File: src/rtl/assert_macros.svh
// Assertion macros for the meter's RTL.
`ifndef ASSERT_MACROS_SVH
`define ASSERT_MACROS_SVH
`ifndef NO_ASSERTIONS
// Clocked assertion, switched off while reset is applied.
`define PWMM_ASSERT(lbl, ck, rn, prop) \
	lbl: assert property (@(posedge ck) disable iff (!rn) prop) \
		else $error("pwmm assertion failed");
// Clocked assertion that also holds during reset.
`define PWMM_ASSERT_ALWAYS(lbl, ck, prop) \
	lbl: assert property (@(posedge ck) prop) \
		else $error("pwmm assertion failed");
`else
`define PWMM_ASSERT(lbl, ck, rn, prop)
`define PWMM_ASSERT_ALWAYS(lbl, ck, prop)
`endif
`endif

File: src/rtl/pwmm_pkg.sv
package pwmm_pkg;

	// Configuration port geometry.
	localparam int ADDR_W = 4;
	localparam int DATA_W = 32;

	// Register indexes on the configuration port.
	localparam logic [1:0] REG_TICK_RATE = 2'd0;
	localparam logic [1:0] REG_FREQ_MIN  = 2'd1;
	localparam logic [1:0] REG_FREQ_MAX  = 2'd2;
	localparam logic [1:0] REG_TIMEOUT   = 2'd3;

	// Register reset values.
	localparam logic [26:0] TICK_RATE_RST = 27'd1000000;
	localparam logic [15:0] FREQ_MIN_RST  = 16'd80;
	localparam logic [15:0] FREQ_MAX_RST  = 16'd550;
	localparam logic [23:0] TIMEOUT_RST   = 24'd500000;

	// Duty arithmetic.
	localparam logic [6:0] DUTY_MAX   = 7'd100;
	localparam logic [6:0] DUTY_SCALE = 7'd100;

	typedef struct packed {
		logic [26:0] tick_rate_hz;
		logic [15:0] freq_min_hz;
		logic [15:0] freq_max_hz;
		logic [23:0] timeout_ticks;
	} cfg_t;

	// Commands from the controller to the datapath.
	typedef struct packed {
		logic cap;
		logic edge_fall;
		logic edge_rise;
		logic start_freq;
		logic start_duty;
		logic store_meas;
		logic do_read;
	} cmd_t;

	// Status from the datapath to the controller.
	typedef struct packed {
		logic func;
		logic level;
		logic in_range;
		logic meas_ok;
		logic div_done;
		logic band_ok;
		logic out_free;
	} sts_t;

endpackage

File: src/rtl/pwmm_regs.sv
module pwmm_regs (
	input  logic                         clk,
	input  logic                         arst_n,
	input  logic                         psel,
	input  logic                         penable,
	input  logic                         pwrite,
	input  logic [pwmm_pkg::ADDR_W-1:0]  paddr,
	input  logic [pwmm_pkg::DATA_W-1:0]  pwdata,
	output logic [pwmm_pkg::DATA_W-1:0]  prdata,
	output pwmm_pkg::cfg_t               cfg
);

	logic       wr_en;
	logic [1:0] reg_idx;

	assign wr_en   = psel & penable & pwrite;
	assign reg_idx = paddr[3:2];

	// Register writes on the access cycle.
	always_ff @(posedge clk or negedge arst_n) begin
		if (!arst_n) begin
			cfg.tick_rate_hz  <= pwmm_pkg::TICK_RATE_RST;
			cfg.freq_min_hz   <= pwmm_pkg::FREQ_MIN_RST;
			cfg.freq_max_hz   <= pwmm_pkg::FREQ_MAX_RST;
			cfg.timeout_ticks <= pwmm_pkg::TIMEOUT_RST;
		end else if (wr_en) begin
			case (reg_idx)
				pwmm_pkg::REG_TICK_RATE: cfg.tick_rate_hz  <= pwdata[26:0];
				pwmm_pkg::REG_FREQ_MIN:  cfg.freq_min_hz   <= pwdata[15:0];
				pwmm_pkg::REG_FREQ_MAX:  cfg.freq_max_hz   <= pwdata[15:0];
				pwmm_pkg::REG_TIMEOUT:   cfg.timeout_ticks <= pwdata[23:0];
				default: begin
				end
			endcase
		end
	end

	// Read-back of the addressed register.
	always_comb begin
		case (reg_idx)
			pwmm_pkg::REG_TICK_RATE: prdata = 32'(cfg.tick_rate_hz);
			pwmm_pkg::REG_FREQ_MIN:  prdata = 32'(cfg.freq_min_hz);
			pwmm_pkg::REG_FREQ_MAX:  prdata = 32'(cfg.freq_max_hz);
			pwmm_pkg::REG_TIMEOUT:   prdata = 32'(cfg.timeout_ticks);
			default:                 prdata = '0;
		endcase
	end

endmodule

File: src/rtl/pwmm_div.sv
module pwmm_div #(
	parameter int N = 31,
	parameter int D = 24
) (
	input  logic         clk,
	input  logic         arst_n,
	input  logic         start,
	input  logic [N-1:0] dividend,
	input  logic [D-1:0] divisor,
	output logic         busy,
	output logic         done,
	output logic [N-1:0] quotient
);

	localparam int CNT_W = $clog2(N);

	logic [D-1:0]     rem_q;
	logic [N-1:0]     quo_q;
	logic [D-1:0]     dvs_q;
	logic [CNT_W-1:0] cnt_q;
	logic             busy_q;
	logic             done_q;
	logic [D:0]       shifted;
	logic [D+1:0]     diff;
	logic             ge;

	// One restoring step: bring down a dividend bit and try a subtraction.
	assign shifted = {rem_q, quo_q[N-1]};
	assign diff    = {1'b0, shifted} - {2'b00, dvs_q};
	assign ge      = ~diff[D+1];

	// Control of the iteration.
	always_ff @(posedge clk or negedge arst_n) begin
		if (!arst_n) begin
			busy_q <= 1'b0;
			done_q <= 1'b0;
			cnt_q  <= '0;
		end else begin
			done_q <= 1'b0;
			if (start) begin
				busy_q <= 1'b1;
				cnt_q  <= CNT_W'(N - 1);
			end else if (busy_q) begin
				if (cnt_q == '0) begin
					busy_q <= 1'b0;
					done_q <= 1'b1;
				end else begin
					cnt_q <= cnt_q - CNT_W'(1);
				end
			end
		end
	end

	// Remainder and quotient registers.
	always_ff @(posedge clk) begin
		if (start) begin
			rem_q <= '0;
			quo_q <= dividend;
			dvs_q <= divisor;
		end else if (busy_q) begin
			rem_q <= ge ? diff[D-1:0] : shifted[D-1:0];
			quo_q <= {quo_q[N-2:0], ge};
		end
	end

	assign busy     = busy_q;
	assign done     = done_q;
	assign quotient = quo_q;

endmodule

File: src/rtl/pwmm_datapath.sv
`include "assert_macros.svh"

module pwmm_datapath #(
	parameter int CHANNELS  = 2,
	parameter int TICK_BITS = 24
) (
	input  logic            clk,
	input  logic            arst_n,
	input  pwmm_pkg::cfg_t  cfg,
	input  pwmm_pkg::cmd_t  cmd,
	output pwmm_pkg::sts_t  sts,
	input  logic            func,
	input  logic            channel,
	input  logic            level,
	input  logic [23:0]     now_tick,
	output logic            out_valid,
	input  logic            out_ready,
	output logic            ready_res,
	output logic [15:0]     freq_hz,
	output logic [6:0]      duty_pct
);

	localparam int CH_W  = (CHANNELS > 1) ? $clog2(CHANNELS) : 1;
	localparam int DIV_N = (TICK_BITS + 7 > 27) ? TICK_BITS + 7 : 27;
	localparam int EXT_W = TICK_BITS + 24;
	localparam int MUL_W = TICK_BITS + 7;

	// Captured request.
	logic                 func_q;
	logic                 level_q;
	logic                 ch_q;
	logic [TICK_BITS-1:0] now_q;
	logic [TICK_BITS-1:0] period_q;
	logic [15:0]          freq_q;

	// Per-channel measurement state.
	logic [TICK_BITS-1:0] last_rise_q [CHANNELS];
	logic [TICK_BITS-1:0] last_edge_q [CHANNELS];
	logic [TICK_BITS-1:0] high_time_q [CHANNELS];
	logic [15:0]          st_freq_q   [CHANNELS];
	logic [6:0]           st_duty_q   [CHANNELS];
	logic [CHANNELS-1:0]  rise_seen_q;
	logic [CHANNELS-1:0]  high_valid_q;
	logic [CHANNELS-1:0]  data_ready_q;
	logic [CHANNELS-1:0]  present_q;

	// Output register.
	logic                 out_valid_q;
	logic                 out_ready_res_q;
	logic [15:0]          out_freq_q;
	logic [6:0]           out_duty_q;

	logic [CH_W-1:0]      ch_idx;
	logic                 in_range;
	logic [TICK_BITS-1:0] since_rise;
	logic [TICK_BITS-1:0] since_edge;
	logic                 timeout_hit;
	logic [MUL_W-1:0]     high_x100;
	logic [DIV_N-1:0]     duty_num;
	logic                 div_start;
	logic [DIV_N-1:0]     div_dividend;
	logic [TICK_BITS-1:0] div_divisor;
	logic                 div_busy;
	logic                 div_done;
	logic [DIV_N-1:0]     quo;
	logic [6:0]           duty_cap;

	// Request capture.
	always_ff @(posedge clk) begin
		if (cmd.cap) begin
			func_q  <= func;
			level_q <= level;
			ch_q    <= channel;
			now_q   <= TICK_BITS'(now_tick);
		end
	end

	// Channel selection and elapsed times.
	assign ch_idx     = CH_W'(ch_q);
	assign in_range   = 32'(ch_q) < 32'(CHANNELS);
	assign since_rise = now_q - last_rise_q[ch_idx];
	assign since_edge = now_q - last_edge_q[ch_idx];
	assign timeout_hit = present_q[ch_idx] &&
		(EXT_W'(since_edge) >= EXT_W'(cfg.timeout_ticks));

	// Divider operands: frequency first, then duty.
	assign high_x100    = MUL_W'(high_time_q[ch_idx]) * MUL_W'(pwmm_pkg::DUTY_SCALE);
	assign duty_num     = DIV_N'(high_x100) + DIV_N'(period_q >> 1);
	assign div_start    = cmd.start_freq | cmd.start_duty;
	assign div_dividend = cmd.start_duty ? duty_num : DIV_N'(cfg.tick_rate_hz);
	assign div_divisor  = cmd.start_duty ? period_q : since_rise;

	pwmm_div #(
		.N (DIV_N),
		.D (TICK_BITS)
	) u_div (
		.clk      (clk),
		.arst_n   (arst_n),
		.start    (div_start),
		.dividend (div_dividend),
		.divisor  (div_divisor),
		.busy     (div_busy),
		.done     (div_done),
		.quotient (quo)
	);

	assign duty_cap = (quo > DIV_N'(pwmm_pkg::DUTY_MAX)) ? pwmm_pkg::DUTY_MAX : quo[6:0];

	// Period and accepted frequency held between the two divisions.
	always_ff @(posedge clk) begin
		if (cmd.start_freq) begin
			period_q <= since_rise;
		end
		if (cmd.start_duty) begin
			freq_q <= quo[15:0];
		end
	end

	// Per-channel state updates.
	always_ff @(posedge clk or negedge arst_n) begin
		if (!arst_n) begin
			for (int i = 0; i < CHANNELS; i++) begin
				last_rise_q[i] <= '0;
				last_edge_q[i] <= '0;
				high_time_q[i] <= '0;
				st_freq_q[i]   <= '0;
				st_duty_q[i]   <= '0;
			end
			rise_seen_q  <= '0;
			high_valid_q <= '0;
			data_ready_q <= '0;
			present_q    <= '0;
		end else begin
			if (cmd.edge_fall) begin
				last_edge_q[ch_idx] <= now_q;
				if (rise_seen_q[ch_idx]) begin
					high_time_q[ch_idx]  <= since_rise;
					high_valid_q[ch_idx] <= 1'b1;
				end
			end
			if (cmd.edge_rise) begin
				last_edge_q[ch_idx]  <= now_q;
				last_rise_q[ch_idx]  <= now_q;
				rise_seen_q[ch_idx]  <= 1'b1;
				high_valid_q[ch_idx] <= 1'b0;
				if (cmd.store_meas) begin
					st_freq_q[ch_idx]    <= freq_q;
					st_duty_q[ch_idx]    <= duty_cap;
					data_ready_q[ch_idx] <= 1'b1;
					present_q[ch_idx]    <= 1'b1;
				end
			end
			if (cmd.do_read && in_range) begin
				data_ready_q[ch_idx] <= 1'b0;
				if (timeout_hit) begin
					high_time_q[ch_idx]  <= '0;
					st_freq_q[ch_idx]    <= '0;
					st_duty_q[ch_idx]    <= '0;
					rise_seen_q[ch_idx]  <= 1'b0;
					high_valid_q[ch_idx] <= 1'b0;
					present_q[ch_idx]    <= 1'b0;
				end
			end
		end
	end

	// Result register; a new result may load as the old one is taken.
	always_ff @(posedge clk or negedge arst_n) begin
		if (!arst_n) begin
			out_valid_q <= 1'b0;
		end else if (cmd.do_read) begin
			out_valid_q <= 1'b1;
		end else if (out_ready) begin
			out_valid_q <= 1'b0;
		end
	end

	always_ff @(posedge clk) begin
		if (cmd.do_read) begin
			if (!in_range || timeout_hit) begin
				out_ready_res_q <= in_range;
				out_freq_q      <= '0;
				out_duty_q      <= '0;
			end else begin
				out_ready_res_q <= data_ready_q[ch_idx];
				out_freq_q      <= st_freq_q[ch_idx];
				out_duty_q      <= st_duty_q[ch_idx];
			end
		end
	end

	assign out_valid = out_valid_q;
	assign ready_res = out_ready_res_q;
	assign freq_hz   = out_freq_q;
	assign duty_pct  = out_duty_q;

	// Status to the controller.
	assign sts.func     = func_q;
	assign sts.level    = level_q;
	assign sts.in_range = in_range;
	assign sts.meas_ok  = rise_seen_q[ch_idx] && high_valid_q[ch_idx] &&
		(since_rise != '0) && (high_time_q[ch_idx] <= since_rise);
	assign sts.div_done = div_done;
	assign sts.band_ok  = (quo >= DIV_N'(cfg.freq_min_hz)) && (quo <= DIV_N'(cfg.freq_max_hz));
	assign sts.out_free = ~out_valid_q | out_ready;

	`PWMM_ASSERT(a_div_idle_at_start, clk, arst_n, div_start |-> !div_busy)
	`PWMM_ASSERT(a_result_from_read, clk, arst_n, $rose(out_valid_q) |-> $past(cmd.do_read))
	`PWMM_ASSERT(a_duty_in_range, clk, arst_n, out_valid_q |-> (out_duty_q <= pwmm_pkg::DUTY_MAX))
	`PWMM_ASSERT_ALWAYS(a_no_result_in_reset, clk, !arst_n |-> !out_valid_q)

endmodule

File: src/rtl/pwmm_ctrl.sv
module pwmm_ctrl (
	input  logic           clk,
	input  logic           arst_n,
	input  logic           in_valid,
	output logic           in_ready,
	input  pwmm_pkg::sts_t sts,
	output pwmm_pkg::cmd_t cmd
);

	typedef enum logic [5:0] {
		S_IDLE   = 6'b000001,
		S_DECODE = 6'b000010,
		S_WAIT_F = 6'b000100,
		S_CHECK  = 6'b001000,
		S_WAIT_D = 6'b010000,
		S_READ   = 6'b100000
	} state_t;

	state_t st_q;
	state_t st_next;

	// Sequencing of one request at a time.
	always_comb begin
		st_next = st_q;
		cmd     = '0;
		case (st_q)
			S_IDLE: begin
				if (in_valid) begin
					cmd.cap = 1'b1;
					st_next = S_DECODE;
				end
			end
			S_DECODE: begin
				if (sts.func) begin
					st_next = S_READ;
				end else if (!sts.in_range) begin
					st_next = S_IDLE;
				end else if (!sts.level) begin
					cmd.edge_fall = 1'b1;
					st_next       = S_IDLE;
				end else if (sts.meas_ok) begin
					cmd.start_freq = 1'b1;
					st_next        = S_WAIT_F;
				end else begin
					cmd.edge_rise = 1'b1;
					st_next       = S_IDLE;
				end
			end
			S_WAIT_F: begin
				if (sts.div_done) begin
					st_next = S_CHECK;
				end
			end
			S_CHECK: begin
				if (sts.band_ok) begin
					cmd.start_duty = 1'b1;
					st_next        = S_WAIT_D;
				end else begin
					cmd.edge_rise = 1'b1;
					st_next       = S_IDLE;
				end
			end
			S_WAIT_D: begin
				if (sts.div_done) begin
					cmd.store_meas = 1'b1;
					cmd.edge_rise  = 1'b1;
					st_next        = S_IDLE;
				end
			end
			S_READ: begin
				if (sts.out_free) begin
					cmd.do_read = 1'b1;
					st_next     = S_IDLE;
				end
			end
			default: begin
				st_next = S_IDLE;
			end
		endcase
	end

	always_ff @(posedge clk or negedge arst_n) begin
		if (!arst_n) begin
			st_q <= S_IDLE;
		end else begin
			st_q <= st_next;
		end
	end

	assign in_ready = (st_q == S_IDLE);

endmodule

File: src/rtl/pwm_input_freq_duty_meter_unit.sv
// PWM input frequency and duty meter.
// Requests arrive on the in channel (in_valid/in_ready) as func, channel,
// level and now_tick. An edge request (func 0) records a pin edge; a rising
// edge that closes a full period starts a frequency division on one shared
// restoring divider and, when the frequency lies in the configured band, a
// duty division after it, then stores both. A read request (func 1) applies
// the no-edge timeout and gives one result on the out channel (ready_res,
// freq_hz, duty_pct). One request is worked at a time. An edge request is
// captured and decoded; when a period is measured, the controller waits on
// the divider, which gives one quotient bit per cycle. A read request is
// captured, decoded and loaded into the result register once it is free.
// The result register lets the next request be accepted while a result waits;
// if the receiver stalls, a later read waits until the held result is taken.
// Reset clears all channel state, loads the register defaults and empties the
// result register. Registers sit on the APB port at 4-byte steps.
module pwm_input_freq_duty_meter_unit #(
	parameter int CHANNELS  = 2,
	parameter int TICK_BITS = 24
) (
	input  logic                         clk,
	input  logic                         arst_n,
	input  logic                         psel,
	input  logic                         penable,
	input  logic                         pwrite,
	input  logic [pwmm_pkg::ADDR_W-1:0]  paddr,
	input  logic [pwmm_pkg::DATA_W-1:0]  pwdata,
	output logic [pwmm_pkg::DATA_W-1:0]  prdata,
	output logic                         pready,
	input  logic                         in_valid,
	output logic                         in_ready,
	input  logic                         func,
	input  logic                         channel,
	input  logic                         level,
	input  logic [23:0]                  now_tick,
	output logic                         out_valid,
	input  logic                         out_ready,
	output logic                         ready_res,
	output logic [15:0]                  freq_hz,
	output logic [6:0]                   duty_pct
);

	pwmm_pkg::cfg_t cfg;
	pwmm_pkg::cmd_t cmd;
	pwmm_pkg::sts_t sts;

	assign pready = 1'b1;

	// Configuration registers.
	pwmm_regs u_regs (
		.clk     (clk),
		.arst_n  (arst_n),
		.psel    (psel),
		.penable (penable),
		.pwrite  (pwrite),
		.paddr   (paddr),
		.pwdata  (pwdata),
		.prdata  (prdata),
		.cfg     (cfg)
	);

	// Sequencer.
	pwmm_ctrl u_ctrl (
		.clk      (clk),
		.arst_n   (arst_n),
		.in_valid (in_valid),
		.in_ready (in_ready),
		.sts      (sts),
		.cmd      (cmd)
	);

	// Channel state, divider and result register.
	pwmm_datapath #(
		.CHANNELS  (CHANNELS),
		.TICK_BITS (TICK_BITS)
	) u_datapath (
		.clk       (clk),
		.arst_n    (arst_n),
		.cfg       (cfg),
		.cmd       (cmd),
		.sts       (sts),
		.func      (func),
		.channel   (channel),
		.level     (level),
		.now_tick  (now_tick),
		.out_valid (out_valid),
		.out_ready (out_ready),
		.ready_res (ready_res),
		.freq_hz   (freq_hz),
		.duty_pct  (duty_pct)
	);

endmodule
File: config.mk
export PLATFORM = sky130hd
export DESIGN_NAME = pwm_input_freq_duty_meter_unit
export DESIGN_NICKNAME = d
export VERILOG_FILES = /design/src/rtl/pwmm_pkg.sv /design/src/rtl/pwmm_regs.sv /design/src/rtl/pwmm_div.sv /design/src/rtl/pwmm_datapath.sv /design/src/rtl/pwmm_ctrl.sv /design/src/rtl/pwm_input_freq_duty_meter_unit.sv
export VERILOG_INCLUDE_DIRS = /design/src /design/src/rtl
export SDC_FILE = /design/constraint.sdc
export NUM_CORES = 1
export LEC_CHECK = 0
export ABC_AREA = 1
export BUFFER_PORTS_ARGS = -buffer_cell sky130_fd_sc_hd__buf_2
export CELL_PAD_IN_SITES_DETAIL_PLACEMENT = 1
export CELL_PAD_IN_SITES_GLOBAL_PLACEMENT = 1
export CORE_MARGIN = 3
export CORE_UTILIZATION = 46
export DETAILED_ROUTE_END_ITERATION = 10
export HOLD_SLACK_MARGIN = 0.03
export PLACE_DENSITY_LB_ADDON = 0.12
export SYNTH_ARGS = -nofsm -noshare
export SYNTH_HDL_FRONTEND = slang
export SYNTH_SLANG_ARGS = --single-unit
File: constraint.sdc
create_clock -name clk -period 7.85 [get_ports clk]
set_input_delay 1.57 -clock clk [delete_from_list [all_inputs] [get_ports clk]]
set_output_delay 1.57 -clock clk [all_outputs]
set_load 0.02 [all_outputs]
# After elaboration in Yosys (flattened, before gate mapping)
# Index checks and enable logic that the tools add are counted.
[totals]
reg_bits = 465
elab_cells = 215
[op_classes]
add_sub_neg = 5
n_mul = 1
magnitude_cmp = 9
eq_ne = 14
muxes = 110
bitwise_logic = 23
n_reduce_logical = 18
[ops]
columns = ["op", "count"]
rows = [
  ["24-bit 2-to-1 mux", 12],
  ["48-bit 2-to-1 mux", 6],
  ["48-bit bitwise mux", 4],
  ["32-bit 2-to-1 mux", 4],
  ["32-bit one-hot mux with 4 select lines", 1],
  ["31-bit 2-to-1 mux", 3],
  ["16-bit 2-to-1 mux", 4],
  ["14-bit 2-to-1 mux", 4],
  ["48-bit bitwise AND", 1],
  ["48-bit NOT", 1],
  ["24-bit subtractor", 2],
  ["6-bit one-hot mux with 6 select lines", 1],
  ["7-bit 2-to-1 mux", 5],
  ["32-bit bitwise AND", 1],
  ["32-bit bitwise mux", 1],
  ["2-bit 2-to-1 mux", 16],
  ["32-bit NOT", 1],
  ["31-bit by 23-bit adder with 31-bit output", 1],
  ["31-bit by 16-bit >= comparator with 1-bit output", 1],
  ["31-bit by 7-bit greater-than comparator with 1-bit output (second input constant)", 1],
  ["31-bit by 16-bit less-or-equal comparator with 1-bit output", 1],
  ["1-bit 2-to-1 mux", 31],
  ["6-bit 2-to-1 mux", 5],
  ["24-bit by 5-bit multiplier with 29-bit output (second input constant)", 1],
  ["other kinds (42)", 72],
]

# Logic depth before layout (Yosys ltp)
# Gate-level depths: netlist of run 1.
[depth]
depth_word = 18
mapped_depth = 33
mapped_depth_nobuf = 30

# Modules after synthesis
# From an unflattened synthesis of run 1, not the netlist that was laid out.
[unflattened]
hier_cells = 4437
hier_area_um2 = 32401.1
[by_module_without_submodules]
columns = ["module", "instances", "cells_each", "area_per_inst_um2", "seq_area_each_um2"]
rows = [
  ["pwmm_datapath", 1, 3113, 22546.6, 7712.4],
  ["pwmm_div", 1, 754, 5431.5, 2307.2],
  ["pwmm_regs", 1, 494, 3945.0, 2102.0],
  ["pwmm_ctrl", 1, 74, 466.7, 151.4],
  ["pwm_input_freq_duty_meter_unit", 1, 2, 11.3, 0.0],
]

# Least setup slack after synthesis of run 1
# Ideal clock, no wire load.
[synth_timing]
kind = "reg-to-reg"
from = "register u_datapath.ch_q (netlist: u_datapath.ch_idx)"
to = "register u_datapath.u_div.quo_q[27] (netlist: u_datapath.u_div.quotient[27]) (data pin)"
arrival_ns = 5.304
required_ns = 7.592
setup_slack_ns = 2.288
stages_incl_launch_ff = 33
path_buffers = 4
cell_sequence = "edfxtp_1 -> buf_2 -> buf_2 -> clkbuf_1 -> clkbuf_1 -> nand2_1 -> o21ai_0 -> inv_1 -> ha_1 -> ha_1 -> inv_1 -> fa_1 -> inv_1 -> ha_1 -> nand2_1 -> nor3_1 -> a21o_1 -> a31oi_1 -> xnor2_1 -> ha_1 -> nand2_1 -> inv_1 -> nand3_1 -> nor3_1 -> nand4_1 -> nand3_1 -> nand3_1 -> nand3_1 -> nand3_1 -> nor2_1 -> a21oi_1 -> o21ai_0 -> nand2_1"
[synth_via]
elab_chain_len = 14
elab_cells_between_ends = 26
cone_classes = "2 x add/sub; 1 x mul; 1 x order compare; 16 x mux; 2 x bitwise; 4 x reduce/logical"
[synth_lines]
columns = ["element", "line_no", "source"]
rows = [
  ["start, declared", "pwmm_datapath.sv:31", "logic ch_q;"],
  ["start signal, assigned", "pwmm_datapath.sv:73", "ch_q <= channel;"],
  ["branches (longest 13 deep; another with 31-bit by 23-bit adder with 31-bit output)", "--", ""],
  ["31-bit 2-to-1 mux *", "pwmm_div.sv:56", "if (start) begin"],
  ["end signal, assigned", "pwmm_div.sv:58", "quo_q <= dividend;"],
  ["end signal, assigned", "pwmm_div.sv:62", "quo_q <= {quo_q[N-2:0], ge};"],
  ["end, declared", "pwmm_div.sv:18", "logic [N-1:0] quo_q;"],
]
# Mark *: on every way between the ends. The select of a mux whose other input is x is not followed.
# A chain may end at the register's enable or synchronous reset.

# Final worst setup path of run 1
[layout_timing]
from = "register u_datapath.ch_q (netlist: u_datapath.ch_idx)"
to = "register u_datapath.u_div.quo_q[28] (netlist: u_datapath.u_div.quotient[28]) (data pin)"
# Same word-level chain as after synthesis.

==> results.cfg, run 1 <==
[status]
outcome = finished, final reports clean

[global_routing]
grt_pass1_wl_um = 157000
antenna_found_initial = 1
grt_max_degree = 139
grt_pass1_vias = 28671
grtUsageTotal = 0.278
grt-ovfl-total = 0

[sta]
period_needed_ns = 6.48
max_slew_margin = 0.199
skew_ns = 0.0373
tns_ns = 0
slew_violations = 0
tightestPinTransition_ns = 1.20
fmax_mhz = 154
rsz0062_at_grt = false
period_share = 0.825
setup_violations = 0
hold_violations = 0

[detailed_routing]
drc = 0
routed_wl_um = 98900
viasPerCell = 5.53
wl_per_cell_um = 19.5
firstDrtPassIters = 5
drt-initial-drc-count = 1656
postRouteAntennaNets = 0
num_vias = 28008

[clocking]
clock_sinks = 465
post_cts_buffers = 0
cts.hold.buffers_added = 0
root_buffer = clkbuf_16
insertion_delay_ns = 0.64
clockBufferDepth = 3
post_cts_resized = 0
h-tree-depth = 2
tritoncts = yes
cts.reportedPaths.clkPinSlew_ns = 0.06
cts_buffers = 53

[worst_setup_path]
critPathKind = reg2reg
cp_max_fo = 98
setup.worst_path.start_class = register
cp_data_required_time_ns = 8.20
critPathCaptureType = register
crit_arrival_ns = 6.83

[hold_path]
hold_path_class = reg2reg

[finish]
nets = 4500
area_delta_synth_final_pct = 10.7
fill_cells = 8281
drive_above_1_share = 0.0754

[logic_synthesis]
avgSynthCellArea_um2 = 7.64
ys_async_sr_fraction = 0.634
synth_cell_types = 56
ys_top_cells_by_count = nand2_1 (1094), inv_1 (583), o21ai_0 (452)
ys_seq_elements = 465
synth_largest_area_cell = dfrtp_1
yosysSeqAreaShare = 0.393
yosysWarnings = 0
postSynthCellCount = 4088
yosysMostFrequentCell = nand2_1
synth_area_um2 = 31200
synth_top_cells_by_area = dfrtp_1 (22%), edfxtp_1 (14%), nand2_1 (13%), ha_1 (10%), o21ai_0 (7.2%)
synth_top_area_frac = 0.220
synth_flop_cell = dfrtp_1
synth_edf_count = 146

[placed_design]
io_buffers = 115
dpl.hpwl_um = 74000
gp_congestion = 0.898

[die]
start_util = 0.470
dieArea_um2 = 71000
core_um2 = 66500
ios = 129
die_w_um = 267
core.rowCount = 94
fp.dieH_um = 267

[flow_run]
cap_viol_max_count = 0
## layout make-up
class	instances	area, um^2	area share
multi-input cells	2879	16100	0.465
diodes	1	2.50	0.0000724
inverters	590	2210	0.0641
repair buffers	169	1030	0.0298
clock buffers	75	1560	0.0451
clock inverters	25	333	0.00963
flip-flops and latches	465	12300	0.355
well taps	864	1080	0.0313
## worst paths after layout
kind	startpoint	end	slack, ns	cells past startpoint
max	u_datapath.ch_idx$_DFFE_PP_	u_datapath.u_div.quotient[28]$_DFFE_PP_	1.37	26
min	u_datapath.last_rise_q[43]$_DFFE_PN0P_	u_datapath.last_rise_q[43]$_DFFE_PN0P_	0.47	2
max reg2reg	u_datapath.ch_idx$_DFFE_PP_	u_datapath.u_div.quotient[28]$_DFFE_PP_	1.37	26
min reg2reg	u_datapath.last_rise_q[43]$_DFFE_PN0P_	u_datapath.last_rise_q[43]$_DFFE_PN0P_	0.47	2
max in group asynchronous	arst_n	u_datapath.last_rise_q[18]$_DFFE_PN0P_	5.44	2
min in group asynchronous	arst_n	u_datapath.st_freq_q[7]$_DFF_PN0_	0.97	1
## routing by layer
layer	routed length (um)	vias up	GRT usage
li1	-	13649	-
met1	44100	13628	0.373
met2	46300	555	0.460
met3	4550	176	0.0356
met4	3920	0	0.105
met5	0	-	0
## layout by cell type (no fill, tap or decap), types with 8 or more instances in the layout
| cell | instances |
|---|---|
| nor4_1 | 19 |
| a21oi_1 | 180 |
| o21ai_0 | 452 |
| nand2_1 | 1094 |
| nand3_1 | 218 |
| xor2_1 | 45 |
| a31oi_1 | 17 |
| o2111ai_1 | 15 |
| dfxtp_1 | 24 |
| a211oi_1 | 27 |
| o21bai_1 | 22 |
| nand3b_1 | 8 |
| mux2i_1 | 21 |
| buf_2 | 114 |
| clkbuf_16 | 54 |
| fa_1 | 23 |
| edfxtp_1 | 146 |
| nand4_1 | 85 |
| nor2_1 | 193 |
| o211ai_1 | 28 |
| nor3_1 | 44 |
| inv_1 | 582 |
| clkinv_1 | 8 |
| dfrtp_1 | 274 |
| buf_4 | 51 |
| xnor2_1 | 39 |
| ha_1 | 249 |
| or2_2 | 12 |
| o21a_1 | 8 |
| o22ai_1 | 26 |
| dfstp_2 | 21 |
| clkbuf_8 | 13 |
| clkbuf_1 | 8 |
## metrics by stage
| stage | hold WS (ns) | worst slack [ns] | std cells | utilization | instance area [um^2] |
|---|---|---|---|---|---|
| 6_report | 0.467 | 1.37 | 5068 | 0.520 | 34600 |
| 5_1_grt | 0.492 | 0.913 | 5067 | 0.520 | 34600 |
| 4_1_cts | 0.472 | 1.48 | 5067 | 0.520 | 34600 |
| 3_5_place_dp | 0.457 | 1.53 | 4967 | 0.492 | 32700 |
| 3_3_place_gp | 0.448 | 1.58 | 4967 | 0.492 | 32700 |
| 2_1_floorplan | 0.434 | 2.29 | 4092 | - | 31200 |
## cell families after synthesis
| group | synth area share |
|---|---|
| buffers and inverters | 0.0937 |
| other | 0.000241 |
| adder cells (fa/ha/maj) | 0.115 |
| AO/OA/AOI/OAI | 0.141 |
| AND/OR/NAND/NOR | 0.227 |
| XOR/XNOR | 0.0241 |
| multiplexers | 0.00673 |
| flip-flops | 0.393 |
## worst max-delay path, cell delays in order (launching register included)
cell,delay [ns]
edfxtp_1,0.41
buf_12,0.24
buf_4,0.34
o21ai_0,0.65
ha_1,0.36
ha_1,0.29
inv_1,0.05
fa_1,0.49
inv_1,0.04
ha_1,0.35
inv_1,0.07
nor3_1,0.34
a21o_1,0.27
a31oi_1,0.12
xnor2_1,0.15
ha_1,0.37
nand2_1,0.12
nor2_1,0.18
nand4_1,0.09
o21ai_0,0.36
a21oi_1,0.18
inv_1,0.08
nand4_1,0.10
nand2_1,0.16
nand3_1,0.08
nand2_1,0.08
o21ai_0,0.09
Power of run 1 is not shown: default switching activity piles up to over one toggle a cycle in this logic, so the estimate is an artifact.
==> run 2: changes to the inputs <==
--- a/config.mk
+++ b/config.mk
@@ -6,12 +6,12 @@
 export SDC_FILE = /design/constraint.sdc
 export NUM_CORES = 1
 export LEC_CHECK = 0
-export ABC_AREA = 1
+export ABC_AREA = 0
 export BUFFER_PORTS_ARGS = -buffer_cell sky130_fd_sc_hd__buf_2
 export CELL_PAD_IN_SITES_DETAIL_PLACEMENT = 1
 export CELL_PAD_IN_SITES_GLOBAL_PLACEMENT = 1
 export CORE_MARGIN = 3
-export CORE_UTILIZATION = 46
+export CORE_UTILIZATION = 45
 export DETAILED_ROUTE_END_ITERATION = 10
 export HOLD_SLACK_MARGIN = 0.03
 export PLACE_DENSITY_LB_ADDON = 0.12
==> constraint.sdc (replaced) <==
create_clock -name clk -period 5.4 [get_ports clk]
set_input_delay 1.08 -clock clk [delete_from_list [all_inputs] [get_ports clk]]
set_output_delay 1.08 -clock clk [all_outputs]
set_load 0.02 [all_outputs]
==> run 2 against run 1 <==
Net effect:
- register-to-register slack got worse by 1.8 ns
- die area fell by 6.4%
- highest routed layer is now met5
- fmax up 11%
- utilization rose by 8.3 points
- worst setup slack lost 1.8 ns
- synthesized cell count decreased by 32%
- the flow now finishes with violations (negative setup slack)
- critical path type unchanged
==> results.cfg, run 2 <==
[status]
outcome = finished with violations
violations = negative setup slack

[worst_setup_path]
critPathKind = reg2reg
setup.worst_path.start_class = register
critPathCaptureType = register
crit_arrival_ns = 6.19
cp_max_fo = 6
reg2reg_to = u_datapath.u_div.quotient[27]$_DFFE_PP_
reg2reg_depth = 26
r2r_slack_ns = -0.42
r2r_start = u_datapath.ch_idx$_DFFE_PP_
cp_data_required_time_ns = 5.77
crit_start = u_datapath.ch_idx$_DFFE_PP_

[clocking]
cts.reportedPaths.clkPinSlew_ns = 0.07
h-tree-depth = 2
clock_sinks = 465
cts_buffers = 55
clockBufferDepth = 3
root_buffer = clkbuf_16
tritoncts = yes
cts.hold.buffers_added = 0
insertion_delay_ns = 0.65

[logic_synthesis]
ys_seq_elements = 465
yosysMostFrequentCell = nand2_1
synth_flop_cell = dfrtp_1
synth_top_cells_by_area = dfrtp_1 (24%), edfxtp_1 (15%), ha_1 (11%), mux2_2 (4.5%), mux2i_1 (4.3%)
ys_top_cells_by_count = nand2_1 (296), dfrtp_1 (274), ha_1 (249)
synth_top_area_frac = 0.240
avgSynthCellArea_um2 = 10.2
synth_edf_count = 146
synth_cell_types = 93
yosysSeqAreaShare = 0.430
postSynthCellCount = 2790
ys_async_sr_fraction = 0.634
synth_area_um2 = 28500
synth_largest_area_cell = dfrtp_1
yosysWarnings = 0

[sta]
fmax_mhz = 172
hold_violations = 0
rsz0062_at_grt = true
period_share = 1.08
timing.final.ws_setup_ns = -0.417
setup_violations = 353
tns_ns = -65.94
skew_ns = 0.0353
fin_hold_ws_ns = 0.452
slew_violations = 0
max_slew_margin = 0.257
period_needed_ns = 5.82
tightestPinTransition_ns = 1.11

[die]
die_w_um = 258
dieArea_um2 = 66500
fp.dieH_um = 258
start_util = 0.458
ios = 129
core_um2 = 62300
core.rowCount = 91

[detailed_routing]
viasPerCell = 5.85
drc = 0
postRouteAntennaNets = 0
num_vias = 24236
wl_per_cell_um = 24.7
drt-initial-drc-count = 1654
firstDrtPassIters = 5
routed_wl_um = 102000

[finish]
nets = 3601
final_common_cell = buf_4
diodes = 0
drive_above_1_share = 0.328
final_cell_mix = buf_4 (314), nand2_1 (291), dfrtp_1 (274)
fin_util = 0.603
area_delta_synth_final_pct = 31.6

[global_routing]
met1_usage = 0.347
top_usage_layer = met2
antenna_found_initial = 3
grt-ovfl-total = 0
grt_pass1_wl_um = 146000
grt_pass1_vias = 25566
grt_util_met2 = 0.499
grtUsageTotal = 0.278
met3_usage = 0.0330
grt_max_degree = 105

[placed_design]
io_buffers = 115
gp_congestion = 0.870
dpl.hpwl_um = 67100

[hold_path]
hold_path_class = in2async

[flow_run]
cap_viol_max_count = 0
-- run 2: layout make-up --
class                   instances  area [um^2]
fillers                      6637        24700
multi-input cells            1974        16800
flip-flops and latches        465        12300
repair buffers                518         4610
clock buffers                  72         1490
well taps                     837         1050
inverters                     245          920
clock inverters                32          390
-- run 2: worst max path at each step --
stage,to,slack (ns),cells past startpoint
2_1_floorplan,u_datapath.u_div.quotient[27]$_DFFE_PP_,-0.004,25
3_3_place_gp,u_datapath.u_div.busy$_DFF_PN0_,-0.38,24
3_5_place_dp,u_datapath.u_div.quotient[27]$_DFFE_PP_,-0.50,23
4_1_cts,u_datapath.u_div.quotient[25]$_DFFE_PP_,-0.29,25
5_1_grt,u_datapath.u_div.quotient[26]$_DFFE_PP_,-0.60,29
6_report,u_datapath.u_div.quotient[27]$_DFFE_PP_,-0.42,26
-- run 2: layer usage --
| layer | routed length (um) | vias up |
|---|---|---|
| met5 | 13 | - |
| met4 | 4500 | 2 |
| met3 | 5020 | 222 |
| met2 | 51100 | 666 |
| met1 | 41500 | 12453 |
| li1 | - | 10893 |
-- run 2: stage by stage --
| stage | setup slack [ns] | cells | instance area, um^2 |
|---|---|---|---|
| detailed placement | -0.501 | 3934 | 32300 |
| floorplan | -0.00353 | 2794 | 28800 |
| finish | -0.417 | 4143 | 37600 |
| global placement | -0.383 | 3934 | 32300 |
| global route | -0.600 | 4143 | 37600 |
| CTS | -0.294 | 4076 | 35400 |
-- run 2: what timing repair did --
action                                  in CTS  in global routing
endpoints found under the hold margin        0                  0
pin swaps                                   62                115
gates cloned                                 7                 24
endpoints found under the setup margin     361                359
resized for setup                          171                292
buffers inserted                            31                 52
-- run 2: cell families after synthesis --
group                      share of synthesized area
adders and majority gates                      0.125
muxes                                          0.111
AOI/OAI and AO/OA                              0.141
DFF                                            0.430
other                                       0.000263
and+or+nand+nor                                0.113
xor gates and xnor gates                      0.0302
buffers and inverters                         0.0499
-- run 2: worst max-delay path, stage by stage (launching register included) --
cell and delay, ns:
edfxtp_1 0.40, buf_6 0.18, buf_12 0.15, mux2_4 0.34
ha_4 0.22, ha_2 0.30, inv_1 0.06, fa_1 0.54
inv_2 0.06, ha_4 0.16, buf_4 0.15, o21ai_4 0.19
o21ai_1 0.11, a21o_1 0.23, a21o_1 0.19, a21oi_2 0.14
xnor2_1 0.15, ha_1 0.31, a21oi_2 0.20, buf_4 0.14
a311oi_2 0.10, o31a_1 0.28, o21a_1 0.21, o21ai_2 0.24
nand4b_1 0.16, xor2_1 0.20, o22ai_1 0.12
Power of run 2 is left out for the same reason.
==> run 3: changes to the inputs <==
--- a/config.mk
+++ b/config.mk
@@ -7,7 +7,7 @@
 export NUM_CORES = 1
 export LEC_CHECK = 0
 export ABC_AREA = 0
-export BUFFER_PORTS_ARGS = -buffer_cell sky130_fd_sc_hd__buf_2
+export BUFFER_PORTS_ARGS = -buffer_cell sky130_fd_sc_hd__clkbuf_2
 export CELL_PAD_IN_SITES_DETAIL_PLACEMENT = 1
 export CELL_PAD_IN_SITES_GLOBAL_PLACEMENT = 1
 export CORE_MARGIN = 3
==> run 3 against run 2 <==
Net effect:
- highest routed layer is now met4
- worst setup slack lost 0.19 ns
- via count grew 1.0%
- first-iteration DRC count shrank 7.0%
- worst hold slack lost 0.029 ns
- register-to-register slack lost 0.19 ns
- the flow still finishes with violations (negative setup slack)
- wire length grew 2.6%
- critical path type unchanged
- utilization grew 0.30 points
==> results.cfg, run 3 (synthesis gave the netlist of run 2 again) <==
[status]
outcome = finished with violations
violations = negative setup slack

[sta]
period_needed_ns = 6.01
period_share = 1.11
tightestPinTransition_ns = 1.25
setup_violations = 361
timing.final.ws_setup_ns = -0.611
rsz0062_at_grt = true
skew_ns = 0.0387
fmax_mhz = 166
max_slew_margin = 0.166
slew_violations = 0
hold_violations = 0

[die]
die_w_um = 258
core_um2 = 62300
ios = 129
start_util = 0.458
dieArea_um2 = 66500
core.rowCount = 91
fp.dieH_um = 258

[clocking]
insertion_delay_ns = 0.65
clockBufferDepth = 3
clock_sinks = 465
h-tree-depth = 2
cts_buffers = 54
cts.hold.buffers_added = 0
root_buffer = clkbuf_16
cts.reportedPaths.clkPinSlew_ns = 0.06
tritoncts = yes

[global_routing]
grtUsageTotal = 0.280
grt_pass1_vias = 25864
grt-ovfl-total = 0
antenna_found_initial = 2
grt_pass1_wl_um = 148000
grt_max_degree = 120

[worst_setup_path]
reg2reg_to = u_datapath.u_div.quotient[29]$_DFFE_PP_
max_stage_delay_ns = 0.49
setup.worst_path.start_class = register
path_buf_inv = 8
crit_arrival_ns = 6.37
crit_path_top_delay_cell = edfxtp_1
critPathCaptureType = register
critPathKind = reg2reg
r2r_start = u_datapath.ch_idx$_DFFE_PP_
crit_start = u_datapath.ch_idx$_DFFE_PP_
critical_path.most_common_cell = ha_4
r2r_slack_ns = -0.61
cp_data_required_time_ns = 5.76
crit_end = u_datapath.u_div.quotient[29]$_DFFE_PP_
reg2reg_depth = 27
crit_family = compound AO/OA/AOI/OAI gates
path_depth = 27
cp_max_fo = 6

[detailed_routing]
drt-initial-drc-count = 1538
postRouteAntennaNets = 0
firstDrtPassIters = 5
routed_wl_um = 105000
num_vias = 24478
drc = 0
wl_per_cell_um = 25.1
viasPerCell = 5.87

[finish]
final_cell_mix = buf_4 (338), nand2_1 (291), dfrtp_1 (274)
fin_util = 0.606
nets = 3627
area_delta_synth_final_pct = 32.3
drive_above_1_share = 0.329
final_common_cell = buf_4

[placed_design]
dpl.hpwl_um = 67200
gp_congestion = 0.885
io_buffers = 115

[flow_run]
cap_viol_max_count = 0

[hold_path]
hold_path_class = in2async
-- run 3: layout make-up --
class                   count  area (um^2)
diodes                      1         2.50
clock buffers              81         1560
clock inverters            21          215
fillers                  6556        24500
inverters                 245          920
multi-input cells        1974        16900
flip-flops and latches    465        12300
well taps                 837         1050
repair buffers            545         4810
-- run 3: worst min path at each step --
stage,from,end,slack [ns]
final,arst_n,asynchronous set/reset pin,0.42
after floorplan,u_datapath.st_duty_q[2]$_DFF_PN0_,u_datapath.st_duty_q[2]$_DFF_PN0_,0.46
after detailed placement,u_datapath.st_duty_q[5]$_DFF_PN0_,u_datapath.st_duty_q[5]$_DFF_PN0_,0.48
after global placement,u_datapath.st_duty_q[2]$_DFF_PN0_,u_datapath.st_duty_q[2]$_DFF_PN0_,0.47
after CTS,arst_n,asynchronous set/reset pin,0.44
after global routing,arst_n,asynchronous set/reset pin,0.46
-- run 3: metrics by stage --
| step | setup TNS (ns) | hold slack (ns) | instance area (um^2) | cells | setup slack (ns) |
|---|---|---|---|---|---|
| final | -113.40 | 0.422 | 37800 | 4169 | -0.611 |
| after global routing | -166.90 | 0.458 | 37800 | 4168 | -0.794 |
| after global placement | -60.14 | 0.470 | 32600 | 3953 | -0.348 |
| after CTS | -8.65 | 0.444 | 35500 | 4105 | -0.344 |
| after detailed placement | -101.89 | 0.480 | 32600 | 3953 | -0.578 |
| after floorplan | -0.00353 | 0.456 | 28800 | 2794 | -0.00353 |
-- run 3: worst register-to-register path, cell delays in order (launching register included) --
cell and delay [ns]:
edfxtp_1 0.49, buf_6 0.18, buf_8 0.13, buf_12 0.14
mux2_4 0.35, ha_4 0.26, ha_4 0.26, inv_2 0.03
fa_1 0.49, inv_2 0.05, ha_4 0.21, o211ai_1 0.22
a21oi_2 0.07, o41a_1 0.45, xor2_1 0.20, ha_1 0.32
buf_4 0.12, buf_6 0.11, nand3_4 0.08, o21a_1 0.20
a311oi_2 0.28, o31a_1 0.20, o21a_1 0.16, o21ai_2 0.10
buf_4 0.16, nor3_4 0.22, xnor2_2 0.16, o22ai_1 0.12
-- run 3: routing by layer --
layer  GRT usage  part of all wire  up-vias
met1       0.356              0.40    12518
met5           0                 0        -
met2       0.502              0.50      744
met3      0.0279             0.047      277
met4      0.0910             0.048        0
li1            -                 -    10939
-- run 3: what timing repair did --
| action | 4_1_cts | 5_1_grt |
|---|---|---|
| setup buffers | 43 | 57 |
| gates resized for setup | 159 | 326 |
| gates cloned | 7 | 20 |
| setup endpoints to repair | 360 | 361 |
| pin swaps | 91 | 142 |
Power of run 3 is left out for the same reason.
